[config.mk]
export PLATFORM = sky130hd
export DESIGN_NAME = touch_swipe_tap_classifier_unit
export DESIGN_NICKNAME = d
export VERILOG_FILES = /design/src/hw/rtl/tstc_pkg.sv /design/src/hw/rtl/touch_swipe_tap_classifier_unit.sv
export VERILOG_INCLUDE_DIRS = /design/src /design/src/hw/rtl
export SDC_FILE = /design/constraint.sdc
export NUM_CORES = 1
export LEC_CHECK = 0
export ABC_AREA = 1
export BUFFER_PORTS_ARGS = -buffer_cell sky130_fd_sc_hd__buf_2
export CAP_MARGIN = 20
export CELL_PAD_IN_SITES_DETAIL_PLACEMENT = 1
export CELL_PAD_IN_SITES_GLOBAL_PLACEMENT = 1
export CORE_MARGIN = 2
export CORE_UTILIZATION = 45
export CTS_CLUSTER_SIZE = 10
export DETAILED_ROUTE_END_ITERATION = 10
export PLACE_DENSITY = 0.83
export SYNTH_ARGS = -nofsm -noshare
export SYNTH_HDL_FRONTEND = slang
export SYNTH_SLANG_ARGS = --single-unit
[constraint.sdc]
create_clock -name clock -period 6.6 [get_ports clock]
set_input_delay 0.66 -clock clock [delete_from_list [all_inputs] [get_ports clock]]
set_output_delay 0.66 -clock clock [all_outputs]
set_load 0.01 [all_outputs]
[src/hw/rtl/touch_swipe_tap_classifier_unit_macros.svh]
// Assertion macros shared by the touch stroke classifier RTL.
`ifndef TOUCH_SWIPE_TAP_CLASSIFIER_UNIT_MACROS_SVH
`define TOUCH_SWIPE_TAP_CLASSIFIER_UNIT_MACROS_SVH

// Same-cycle implication, disabled while reset is high.
`define TSTC_ASSERT_IMPLY(label, clk, rst, ante, cons, msg) \
   label: assert property (@(posedge clk) disable iff (rst) (ante) |-> (cons)) else $error(msg);

// Next-cycle implication, disabled while reset is high.
`define TSTC_ASSERT_NEXT(label, clk, rst, ante, cons, msg) \
   label: assert property (@(posedge clk) disable iff (rst) (ante) |=> (cons)) else $error(msg);

`endif

[src/hw/rtl/tstc_pkg.sv]
// Types and constants of the touch stroke classifier.
package tstc_pkg;

   // Event kinds carried in the request word.
   typedef enum logic [1:0] {
      REQ_X_SAMPLE  = 2'd0,
      REQ_Y_SAMPLE  = 2'd1,
      REQ_BUTTON    = 2'd2,
      REQ_TICK      = 2'd3
   } req_kind_type;

   // Gesture codes carried in the response word.
   typedef enum logic [2:0] {
      GESTURE_UP    = 3'd0,
      GESTURE_DOWN  = 3'd1,
      GESTURE_LEFT  = 3'd2,
      GESTURE_RIGHT = 3'd3,
      GESTURE_TAP   = 3'd4
   } gesture_type;

   // Register indexes of the configuration port.
   typedef enum logic [1:0] {
      CSR_SWIPE_MIN_DIST = 2'd0,
      CSR_TAP_MAX_DIST   = 2'd1,
      CSR_TAP_MAX_TIME   = 2'd2,
      CSR_UNUSED         = 2'd3
   } csr_index_type;

   localparam int SAMPLE_W   = 16;
   localparam int DIST_W     = 15;
   localparam int TAP_TIME_W = 16;
   localparam int CSR_DATA_W = 16;
   // Magnitudes of coordinates up to 16 bits and 15-bit thresholds compare here.
   localparam int DIST_CMP_W = 16;

   localparam logic [DIST_W-1:0]     SWIPE_MIN_DIST_RESET = 15'd30;
   localparam logic [DIST_W-1:0]     TAP_MAX_DIST_RESET   = 15'd12;
   localparam logic [TAP_TIME_W-1:0] TAP_MAX_TIME_RESET   = 16'd300;

endpackage

[src/hw/rtl/touch_swipe_tap_classifier_unit.sv]
// Touch stroke classifier: turns touch controller events into swipe and tap gestures.
//
//   Channel  Direction  Handshake            Payload
//   req      in         req_valid/req_ready  req_type, req_sample_value
//   rsp      out        rsp_valid/rsp_ready  rsp_gesture_code
//   csr      in         csr_we (no wait)     csr_index, csr_wdata
//
// Every word passes through the input register and, if it is a release that
// classifies as a gesture, goes on into the result register; one word is accepted
// per cycle as long as results are taken.
// Reset is synchronous and active high; it clears the stroke state and loads the
// default thresholds.
// A release that yields a gesture waits in the input register only while the result
// register still holds a gesture that has not been taken; all other words drain freely.
`include "touch_swipe_tap_classifier_unit_macros.svh"

module touch_swipe_tap_classifier_unit #(
   parameter int COORD_BITS = 16,
   parameter int TIMER_BITS = 16
) (
   input  logic                                clock,
   input  logic                                reset,
   input  logic                                req_valid,
   output logic                                req_ready,
   input  logic [1:0]                          req_type,
   input  logic signed [tstc_pkg::SAMPLE_W-1:0] req_sample_value,
   output logic                                rsp_valid,
   input  logic                                rsp_ready,
   output logic [2:0]                          rsp_gesture_code,
   input  logic                                csr_we,
   input  logic [1:0]                          csr_index,
   input  logic [tstc_pkg::CSR_DATA_W-1:0]     csr_wdata
);

   localparam int DistW = tstc_pkg::DIST_CMP_W;
   localparam int TimeW = (TIMER_BITS > tstc_pkg::TAP_TIME_W) ? TIMER_BITS
                                                              : tstc_pkg::TAP_TIME_W;

   // Configuration registers.
   logic [tstc_pkg::DIST_W-1:0]     swipe_min_dist_ff;
   logic [tstc_pkg::DIST_W-1:0]     tap_max_dist_ff;
   logic [tstc_pkg::TAP_TIME_W-1:0] tap_max_time_ff;

   // Input register.
   logic                              s1_valid_ff, s1_valid_in;
   tstc_pkg::req_kind_type            s1_kind_ff;
   logic [tstc_pkg::SAMPLE_W-1:0]     s1_value_ff;

   // Stroke state.
   logic [COORD_BITS-1:0] cur_x_ff, cur_x_in;
   logic [COORD_BITS-1:0] cur_y_ff, cur_y_in;
   logic [COORD_BITS-1:0] start_x_ff, start_x_in;
   logic [COORD_BITS-1:0] start_y_ff, start_y_in;
   logic [TIMER_BITS-1:0] press_elapsed_ff, press_elapsed_in;
   logic                  touching_ff, touching_in;

   // Result register.
   logic                  rsp_valid_ff, rsp_valid_in;
   tstc_pkg::gesture_type rsp_code_ff;

   // Classification of the stroke that ends now.
   logic [COORD_BITS-1:0] delta_x, delta_y, mag_x, mag_y;
   logic [DistW-1:0]      mag_x_cmp, mag_y_cmp, swipe_cmp, tap_dist_cmp;
   logic [TimeW-1:0]      elapsed_cmp, tap_time_cmp;
   logic                  x_positive, y_positive;
   logic                  gesture_hit;
   tstc_pkg::gesture_type gesture_code;

   logic s1_press, s1_release, s1_emit, s1_advance, out_free;

   // Deltas wrap in the coordinate width; the magnitude of the most negative delta
   // reads as its true value because it is taken as unsigned.
   assign delta_x    = cur_x_ff - start_x_ff;
   assign delta_y    = cur_y_ff - start_y_ff;
   assign mag_x      = delta_x[COORD_BITS-1] ? (~delta_x + COORD_BITS'(1)) : delta_x;
   assign mag_y      = delta_y[COORD_BITS-1] ? (~delta_y + COORD_BITS'(1)) : delta_y;
   assign x_positive = !delta_x[COORD_BITS-1] && (delta_x != '0);
   assign y_positive = !delta_y[COORD_BITS-1] && (delta_y != '0);

   assign mag_x_cmp    = DistW'(mag_x);
   assign mag_y_cmp    = DistW'(mag_y);
   assign swipe_cmp    = DistW'(swipe_min_dist_ff);
   assign tap_dist_cmp = DistW'(tap_max_dist_ff);
   assign elapsed_cmp  = TimeW'(press_elapsed_ff);
   assign tap_time_cmp = TimeW'(tap_max_time_ff);

   // Horizontal swipes win when they dominate; vertical swipes come next; a small
   // and short stroke is a tap; anything else yields no gesture.
   always_comb begin
      gesture_hit  = 1'b1;
      gesture_code = tstc_pkg::GESTURE_TAP;
      if ((mag_x_cmp > mag_y_cmp) && (mag_x_cmp > swipe_cmp)) begin
         gesture_code = x_positive ? tstc_pkg::GESTURE_RIGHT : tstc_pkg::GESTURE_LEFT;
      end else if (mag_y_cmp > swipe_cmp) begin
         gesture_code = y_positive ? tstc_pkg::GESTURE_DOWN : tstc_pkg::GESTURE_UP;
      end else if ((mag_x_cmp <= tap_dist_cmp) && (mag_y_cmp <= tap_dist_cmp) &&
                   (elapsed_cmp <= tap_time_cmp)) begin
         gesture_code = tstc_pkg::GESTURE_TAP;
      end else begin
         gesture_hit = 1'b0;
      end
   end

   // A button word with a nonzero value is a press, with zero a release.
   assign s1_press   = (s1_kind_ff == tstc_pkg::REQ_BUTTON) && (s1_value_ff != '0);
   assign s1_release = (s1_kind_ff == tstc_pkg::REQ_BUTTON) && (s1_value_ff == '0);
   assign s1_emit    = s1_valid_ff && s1_release && touching_ff && gesture_hit;

   // Only a word that produces a gesture needs room in the result register.
   assign out_free   = !rsp_valid_ff || rsp_ready;
   assign s1_advance = s1_valid_ff && (!s1_emit || out_free);
   assign req_ready  = !s1_valid_ff || s1_advance;

   always_comb begin
      s1_valid_in = req_ready ? req_valid : s1_valid_ff;
   end

   // The stroke state commits when the word leaves the input register.
   always_comb begin
      cur_x_in         = cur_x_ff;
      cur_y_in         = cur_y_ff;
      start_x_in       = start_x_ff;
      start_y_in       = start_y_ff;
      press_elapsed_in = press_elapsed_ff;
      touching_in      = touching_ff;
      if (s1_advance) begin
         case (s1_kind_ff)
            tstc_pkg::REQ_X_SAMPLE: begin
               cur_x_in = s1_value_ff[COORD_BITS-1:0];
            end
            tstc_pkg::REQ_Y_SAMPLE: begin
               cur_y_in = s1_value_ff[COORD_BITS-1:0];
            end
            tstc_pkg::REQ_TICK: begin
               // The timer saturates and keeps counting whether touching or not.
               if (press_elapsed_ff != '1) begin
                  press_elapsed_in = press_elapsed_ff + TIMER_BITS'(1);
               end
            end
            tstc_pkg::REQ_BUTTON: begin
               if (s1_press) begin
                  touching_in      = 1'b1;
                  start_x_in       = cur_x_ff;
                  start_y_in       = cur_y_ff;
                  press_elapsed_in = '0;
               end else begin
                  touching_in = 1'b0;
               end
            end
            default: begin
            end
         endcase
      end
   end

   always_comb begin
      if (s1_advance && s1_emit) begin
         rsp_valid_in = 1'b1;
      end else if (rsp_ready) begin
         rsp_valid_in = 1'b0;
      end else begin
         rsp_valid_in = rsp_valid_ff;
      end
   end

   // Control state, stroke state and configuration.
   always_ff @(posedge clock) begin
      if (reset) begin
         s1_valid_ff       <= 1'b0;
         rsp_valid_ff      <= 1'b0;
         cur_x_ff          <= '0;
         cur_y_ff          <= '0;
         start_x_ff        <= '0;
         start_y_ff        <= '0;
         press_elapsed_ff  <= '0;
         touching_ff       <= 1'b0;
         swipe_min_dist_ff <= tstc_pkg::SWIPE_MIN_DIST_RESET;
         tap_max_dist_ff   <= tstc_pkg::TAP_MAX_DIST_RESET;
         tap_max_time_ff   <= tstc_pkg::TAP_MAX_TIME_RESET;
      end else begin
         s1_valid_ff      <= s1_valid_in;
         rsp_valid_ff     <= rsp_valid_in;
         cur_x_ff         <= cur_x_in;
         cur_y_ff         <= cur_y_in;
         start_x_ff       <= start_x_in;
         start_y_ff       <= start_y_in;
         press_elapsed_ff <= press_elapsed_in;
         touching_ff      <= touching_in;
         if (csr_we) begin
            case (tstc_pkg::csr_index_type'(csr_index))
               tstc_pkg::CSR_SWIPE_MIN_DIST: begin
                  swipe_min_dist_ff <= csr_wdata[tstc_pkg::DIST_W-1:0];
               end
               tstc_pkg::CSR_TAP_MAX_DIST: begin
                  tap_max_dist_ff <= csr_wdata[tstc_pkg::DIST_W-1:0];
               end
               tstc_pkg::CSR_TAP_MAX_TIME: begin
                  tap_max_time_ff <= csr_wdata[tstc_pkg::TAP_TIME_W-1:0];
               end
               default: begin
               end
            endcase
         end
      end
   end

   // Payload registers carry no reset.
   always_ff @(posedge clock) begin
      if (req_valid && req_ready) begin
         s1_kind_ff  <= tstc_pkg::req_kind_type'(req_type);
         s1_value_ff <= req_sample_value;
      end
      if (s1_advance && s1_emit) begin
         rsp_code_ff <= gesture_code;
      end
   end

   assign rsp_valid        = rsp_valid_ff;
   assign rsp_gesture_code = rsp_code_ff;

   `TSTC_ASSERT_NEXT(a_emit_loads_result, clock, reset, s1_advance && s1_emit,
      rsp_valid_ff, "gesture did not reach the result register")

   `TSTC_ASSERT_IMPLY(a_emit_needs_touch, clock, reset, s1_emit,
      touching_ff && s1_release, "gesture raised outside a release while touching")

   `TSTC_ASSERT_NEXT(a_press_clears_timer, clock, reset, s1_advance && s1_press,
      touching_ff && (press_elapsed_ff == '0), "press did not restart the stroke")

   `TSTC_ASSERT_NEXT(a_release_ends_touch, clock, reset, s1_advance && s1_release,
      !touching_ff, "release left the stroke open")

   `TSTC_ASSERT_IMPLY(a_stall_only_on_full, clock, reset, !req_ready,
      s1_valid_ff && s1_emit && rsp_valid_ff && !rsp_ready,
      "input stalled without a blocked gesture")

endmodule
## Word level (Yosys, flattened, before mapping)

Index checks and enable logic that the tools add are counted.

- $add $sub $neg: 5
- $lt $le $gt $ge: 6
- Equality and inequality tests: 8
- Mux-type cells: 15
- Reduce and logical (&&, ||, !) cells: 37
- Bitwise gates (word level): 2

Operators with widths:

| cell | number |
|---|---|
| 16-bit 2-to-1 mux | 4 |
| 16-bit by 1-bit adder with 16-bit output (second input constant) | 3 |
| 16-bit nonzero test | 3 |
| 16-bit by 15-bit greater-than comparator with 1-bit output | 2 |
| 16-bit by 15-bit <= comparator with 1-bit output | 2 |
| 16-bit NOT | 2 |
| 16-bit case mux with 2 select lines | 1 |
| 16-bit subtractor | 2 |
| 16-bit greater-than comparator | 1 |
| 16-bit <= comparator | 1 |
| 16-bit zero test | 1 |
| 16-bit != test (second input constant) | 1 |
| 1-bit logical AND | 13 |
| 2-bit AND reduction | 6 |
| 1-bit 2-to-1 mux | 8 |
| 2-bit == test (second input constant) | 3 |
| 3-bit 2-to-1 mux | 2 |
| 1-bit zero test | 5 |
| 2-bit by 1-bit == test with 1-bit output (second input constant) | 2 |
| 2-bit zero test | 2 |
| 2-bit != test (second input constant) | 2 |
| 4-bit AND reduction | 1 |
| 2-bit nonzero test | 2 |
| 1-bit logical OR | 3 |
| 3-bit AND reduction | 1 |

- Bits in registers: 150
- Output and inout bits: 5
- Word-level logic and storage cells: 87

## Depth between registers and ports, before layout

- Depth in word-level cells: 16
- Gate-level depth with buffers: 38
- Gate-level depth less buffers: 36

## Worst setup path after synthesis

No wires, ideal clock.

- Kind: register to register
- Start: register cur_y_ff[0]
- End: register s1_kind_ff[0], enable pin
- Library setup time: 0.373 ns
- Stages on the path, launching flop included: 25
- Setup slack: 1.972 ns
- Data arrival time: 4.255 ns
- Data required time: 6.227 ns
- Path through: dfxtp_1 -> inv_1 -> ha_1 -> inv_1 -> fa_1 -> inv_1 -> ha_1 -> nand4_1 -> or2_2 -> or3_1 -> nor2_1 -> nand2_1 -> o21ai_1 -> xor2_1 -> inv_1 -> ha_1 -> nand4_1 -> nor3_1 -> a32oi_1 -> nand2_2 -> nand3_2 -> nand3_4 -> buf_2 -> nand2_1 -> inv_1

- Cells in the longest elaborated chain, start to end: 16

Ends and longest elaborated chain:

| element | line | text |
|---|---|---|
| start: declaration | touch_swipe_tap_classifier_unit.sv:51 | `logic [COORD_BITS-1:0] cur_y_ff, cur_y_in;` |
| start signal: assignment | touch_swipe_tap_classifier_unit.sv:184 | `cur_y_ff <= cur_y_in;` |
| 16-bit subtractor (*) | touch_swipe_tap_classifier_unit.sv:74 | `assign delta_y = cur_y_ff - start_y_ff;` |
| 16-bit NOT | touch_swipe_tap_classifier_unit.sv:76 | `assign mag_y = delta_y[COORD_BITS-1] ? (~delta_y + COORD_BITS'(1)) : delta_y;` |
| 16-bit by 1-bit adder with 16-bit output | touch_swipe_tap_classifier_unit.sv:76 |  |
| 16-bit 2-to-1 mux (*) | touch_swipe_tap_classifier_unit.sv:76 |  |
| 16-bit by 15-bit <= comparator with 1-bit output | touch_swipe_tap_classifier_unit.sv:96 | `end else if ((mag_x_cmp <= tap_dist_cmp) && (mag_y_cmp <= tap_dist_cmp) &&` |
| 1-bit logical AND (2 in series) | touch_swipe_tap_classifier_unit.sv:96 |  |
| 1-bit 2-to-1 mux | touch_swipe_tap_classifier_unit.sv:96 |  |
| 1-bit 2-to-1 mux | touch_swipe_tap_classifier_unit.sv:94 | `end else if (mag_y_cmp > swipe_cmp) begin` |
| 1-bit 2-to-1 mux (*) | touch_swipe_tap_classifier_unit.sv:92 | `if ((mag_x_cmp > mag_y_cmp) && (mag_x_cmp > swipe_cmp)) begin` |
| 1-bit logical AND (*) | touch_swipe_tap_classifier_unit.sv:107 | `assign s1_emit = s1_valid_ff && s1_release && touching_ff && gesture_hit;` |
| 1-bit zero test (*) | touch_swipe_tap_classifier_unit.sv:111 | `assign s1_advance = s1_valid_ff && (!s1_emit \|\| out_free);` |
| 1-bit logical OR (*) | touch_swipe_tap_classifier_unit.sv:111 |  |
| 1-bit logical AND (*) | touch_swipe_tap_classifier_unit.sv:111 |  |
| 1-bit logical OR (*) | touch_swipe_tap_classifier_unit.sv:112 | `assign req_ready = !s1_valid_ff \|\| s1_advance;` |
| via req_ready | touch_swipe_tap_classifier_unit.sv:24 | `output logic req_ready,` |
| 1-bit logical AND (*) | touch_swipe_tap_classifier_unit.sv:209 | `if (req_valid && req_ready) begin` |
| end signal: assignment | touch_swipe_tap_classifier_unit.sv:210 | `s1_kind_ff <= tstc_pkg::req_kind_type'(req_type);` |
| end: declaration | touch_swipe_tap_classifier_unit.sv:46 | `tstc_pkg::req_kind_type s1_kind_ff;` |

Mark *: on every way through the listed nets, which the timed path passes. The rest lies on a longest branch.
A chain may end at the register's enable or synchronous reset.

## Final worst setup path

- Start: register cur_y_ff[0]
- End: output req_ready

- Cells in the longest elaborated chain, start to end: 15

Ends and longest elaborated chain:

| element | line |
|---|---|
| 16-bit subtractor (*) | touch_swipe_tap_classifier_unit.sv:74 |
| 16-bit NOT | touch_swipe_tap_classifier_unit.sv:76 |
| 16-bit by 1-bit adder with 16-bit output | touch_swipe_tap_classifier_unit.sv:76 |
| 16-bit 2-to-1 mux (*) | touch_swipe_tap_classifier_unit.sv:76 |
| 16-bit by 15-bit <= comparator with 1-bit output | touch_swipe_tap_classifier_unit.sv:96 |
| 1-bit logical AND (2 in series) | touch_swipe_tap_classifier_unit.sv:96 |
| 1-bit 2-to-1 mux | touch_swipe_tap_classifier_unit.sv:96 |
| 1-bit 2-to-1 mux | touch_swipe_tap_classifier_unit.sv:94 |
| 1-bit 2-to-1 mux (*) | touch_swipe_tap_classifier_unit.sv:92 |
| 1-bit logical AND (*) | touch_swipe_tap_classifier_unit.sv:107 |
| 1-bit zero test (*) | touch_swipe_tap_classifier_unit.sv:111 |
| 1-bit logical OR (*) | touch_swipe_tap_classifier_unit.sv:111 |
| 1-bit logical AND (*) | touch_swipe_tap_classifier_unit.sv:111 |
| 1-bit logical OR (*) | touch_swipe_tap_classifier_unit.sv:112 |
| end: declaration | touch_swipe_tap_classifier_unit.sv:24 |

Mark *: on every way between the ends. The rest lies on a longest branch, timed or not.

==> summary.md <==
| Metric | Value |
|---|---|
| DP Wirelength | approximately 24 mm |
| Ys async rst share | 0% |
| Initial antenna violation count | 0 |
| Post-synthesis cell area | 10900 um^2 |
| Area grow syn2layout | 9.54% |
| CP Launch Type | flip-flop |
| Largest net degree at the start of global routing | 78 |
| Fin. max-slew vios | 0 |
| Status | completed |
| Later-pin clock latency in the skew report | around 0.43 ns |
| Yosys reg bits | 150 |
| Post-CTS repair timing setup buffer count | 0 |
| Hold crit path type | in -> reg |
| Multi-input gate area in the final layout | ~6300 um^2 |
| Worst Path Required | around 5.9 ns |
| Finish-stage setup viols | 0 |
| DIE AREA | roughly 25000 um^2 |
| TNS Setup | 0 ns |
| Final hold violation count | 0 |
| Placer Congestion | between 0.8 and 0.9 |
| IO Pins | between 40 and 50 |
| CTS Buf Count | 17 |
| Pre-CTS setup slack | between 0.9 and 1 ns |
| Fmax achieved | 168 MHz |
| Max FO, Critical Path | 25 |
| Ys Warns | 0 |
| Crit-path slowest cell | nor4_1 |
| Final nets | 1861 |
| Root buf cell | clkbuf_16 |
| Post-synthesis cell type count | between 40 and 50 |
| Commonest cells in the netlist | 461 x nand2_1, 293 x inv_1, 224 x nor2_1 |
| Final worst setup slack | 0.641 ns |
| Overall Global Routing Usage | 25.5% |
| Drt drc | 0 |
| Clock sink count | 150 |
| Cell mode on critical path | nand2_1 |
| Post-CTS Hold Buffers | 0 |
| Initial Util | a little under half |
| Core Area | around 24000 um^2 |
| Leading area contributor after synthesis | dfxtp_1 |
| Post-synth EDFFs | 21 |
| Slowest cell delay on critical path | roughly 0.45 ns |
| Via Count | approximately 10000 |
| Slew @ Worst Pin | 1.02 ns |
| Clk buf depth | 2 |
| ANT cells | 0 |
| Syn_nets | around 1800 |
| Final worst path period share | 90.3% |
| Relative slew slack | a little under a third |
| Post_cts resized | 0 |
| Total gr overflow | 0 |
| Post-synth top area share | 23.7% |
| WS Path Type | reg -> out |
| Filler Cells Inserted | 3228 |
| Ratio of cells with drive above 1 in the final layout | around 6% |
| H-tree levels | 4 |
| FF+latch area | about 3200 um^2 |
| CP top delay family | simple AND/OR/NAND/NOR gates |
| First-pass GRT wire length | ~53 mm |
| Die Y | roughly 160 um |
| Register area share after synthesis | around 30% |
| Vias/cell | ~5.2 |
| CP arrival | 5.30 ns |
| Post-Synthesis Cells | about 1700 |
| Largest cells by area after synthesis | dfxtp_1 24%, nand2_1 16%, ha_1 14% |
| Rows | 56 |
| WP buf/inv | 4 |
| Worst IR Drop VDD | ~0.17 mV |
| CTS tree | yes |
| Crit end category | output port |
| Syn_area_per_cell | 6.53 um^2 |
| Top_reg_cell synth | dfxtp_1 |
| 1st-iter DRT viols | 400 |
| Clk_skew | approximately 0.014 ns |
| Antenna Nets Post-Route | 0 |
| Clock transition at path regs | approximately 0.070 ns |
| RSZ-0062 raised after global routing | no |
| DIE WIDTH | roughly 160 um |
| Cell Chain, Critical Path | inv_1, ha_1, inv_1, fa_1, nand3_1, nand2_1, nand2_1, nand2_1, xnor2_2, nand2_1, or3_1, nor2_1, nand2_1, o21ai_1, xor2_1, ha_1, inv_1, nor4_1, nand2_1, a22oi_1, nor2_1, nand3_2, nand3_4, buf_2 |
| Pre-antenna DRT Iters | 5 |
| Routed wire per std cell | 15.7 um |
| Most common cell in the netlist | nand2_1 |
| Max-cap violations | 0 |
| PD cells | ~340 nW/um^2 |
| Vias in the first global route | ~11000 |
| Final min period | between 5 and 6 ns |
| WL final | 31.9 mm |
| P_leak | 6.41 nW |
| Port bufs | 45 |
| Overall Power | about 0.0040 W |
## cell families (layout without fill, tap and decap cells)
group           after synthesis  after routing  share of synthesized area (%)
simple gates                823            823                           31.2
buf+inv                     341            382                           12.4
compound gates              190            190                           9.30
flops                       150            150                           29.5
fa+ha+maj                   127            127                           14.7
xor+xnor                     34             34                           2.81
## sequential cells by signal (all words and copies together), names as in the netlist, 2 cells and up
name and count:
tap_max_time_ff 16, swipe_min_dist_ff 15, cur_y_ff 16, cur_x_ff 16
tap_max_dist_ff 15, rsp_gesture_code 3, start_x_ff 16, s1_kind_ff 2
s1_value_ff 16, elapsed_cmp 16, start_y_ff 16
## stage by stage
stage          hold WS, ns  instances  utilization, %  instance area (um^2)
2_1_floorplan        0.434       1665               -                 10900
3_3_place_gp         0.452       1993            47.9                 11300
3_5_place_dp         0.459       1993            47.9                 11300
4_1_cts              0.390       2025            50.5                 11900
5_1_grt              0.386       2025            50.5                 11900
6_report             0.400       2025            50.5                 11900
## cell type report
cell class	count	share of cell area [%]
multi-input combinational	1174	53.0
sequential	150	27.0
tap	319	3.35
inverter	301	9.49
timing repair buffer	49	2.14
clock inverter	12	1.18
clock buffer	20	3.84
## cell usage in the layout (no fill, tap or decap), drive strengths merged
cell type  count
a21oi        100
a22oi          1
a31oi          2
a32oi          1
and2           3
buf           49
bufinv         2
clkbuf        20
clkinv         6
clkinvlp       3
dfxtp        129
edfxtp        21
fa             2
ha           125
inv          302
nand2        464
nand3         64
nand3b         9
nand4         29
nor2         225
nor3          18
nor4           6
nor4b          1
o211ai        13
o21a           5
o21ai         66
o21bai         1
o41ai          1
or2            2
or3            1
or3b           1
xnor2         10
xor2          24
## routing by layer
layer  up-vias  wire [um]  global-route usage [%]
li1       5287          -                       -
met5         -          0                       0
met4         0       1020                    9.55
met1      4957      14000                    30.0
met3        62        885                    3.18
met2       159      16000                    47.1
## path summary, 6_finish.rpt
path | start | end | slack [ns] | depth (start not counted)
setup / recovery | cur_y_ff[0]$_SDFFE_PP0P_ | req_ready | 0.64 | 24
hold / removal | req_type[1] | s1_kind_ff[1]$_DFFE_PP_ | 0.40 | 1
hold reg to reg | tap_max_time_ff[1]$_SDFFE_PP0P_ | tap_max_time_ff[1]$_SDFFE_PP0P_ | 0.47 | 2
setup reg to reg | cur_y_ff[0]$_SDFFE_PP0P_ | start_x_ff[15]$_SDFFE_PP0P_ | 0.83 | 28
## report_power, final
| group | internal [W] | total [W] | switching [W] |
|---|---|---|---|
| logic | 0.000703 | 0.00198 | 0.00128 |
| clock network | 0.000586 | 0.00102 | 0.000439 |
| registers | 0.000983 | 0.00102 | 0.0000374 |
No activity file was read; power rests on OpenSTA's default activity.
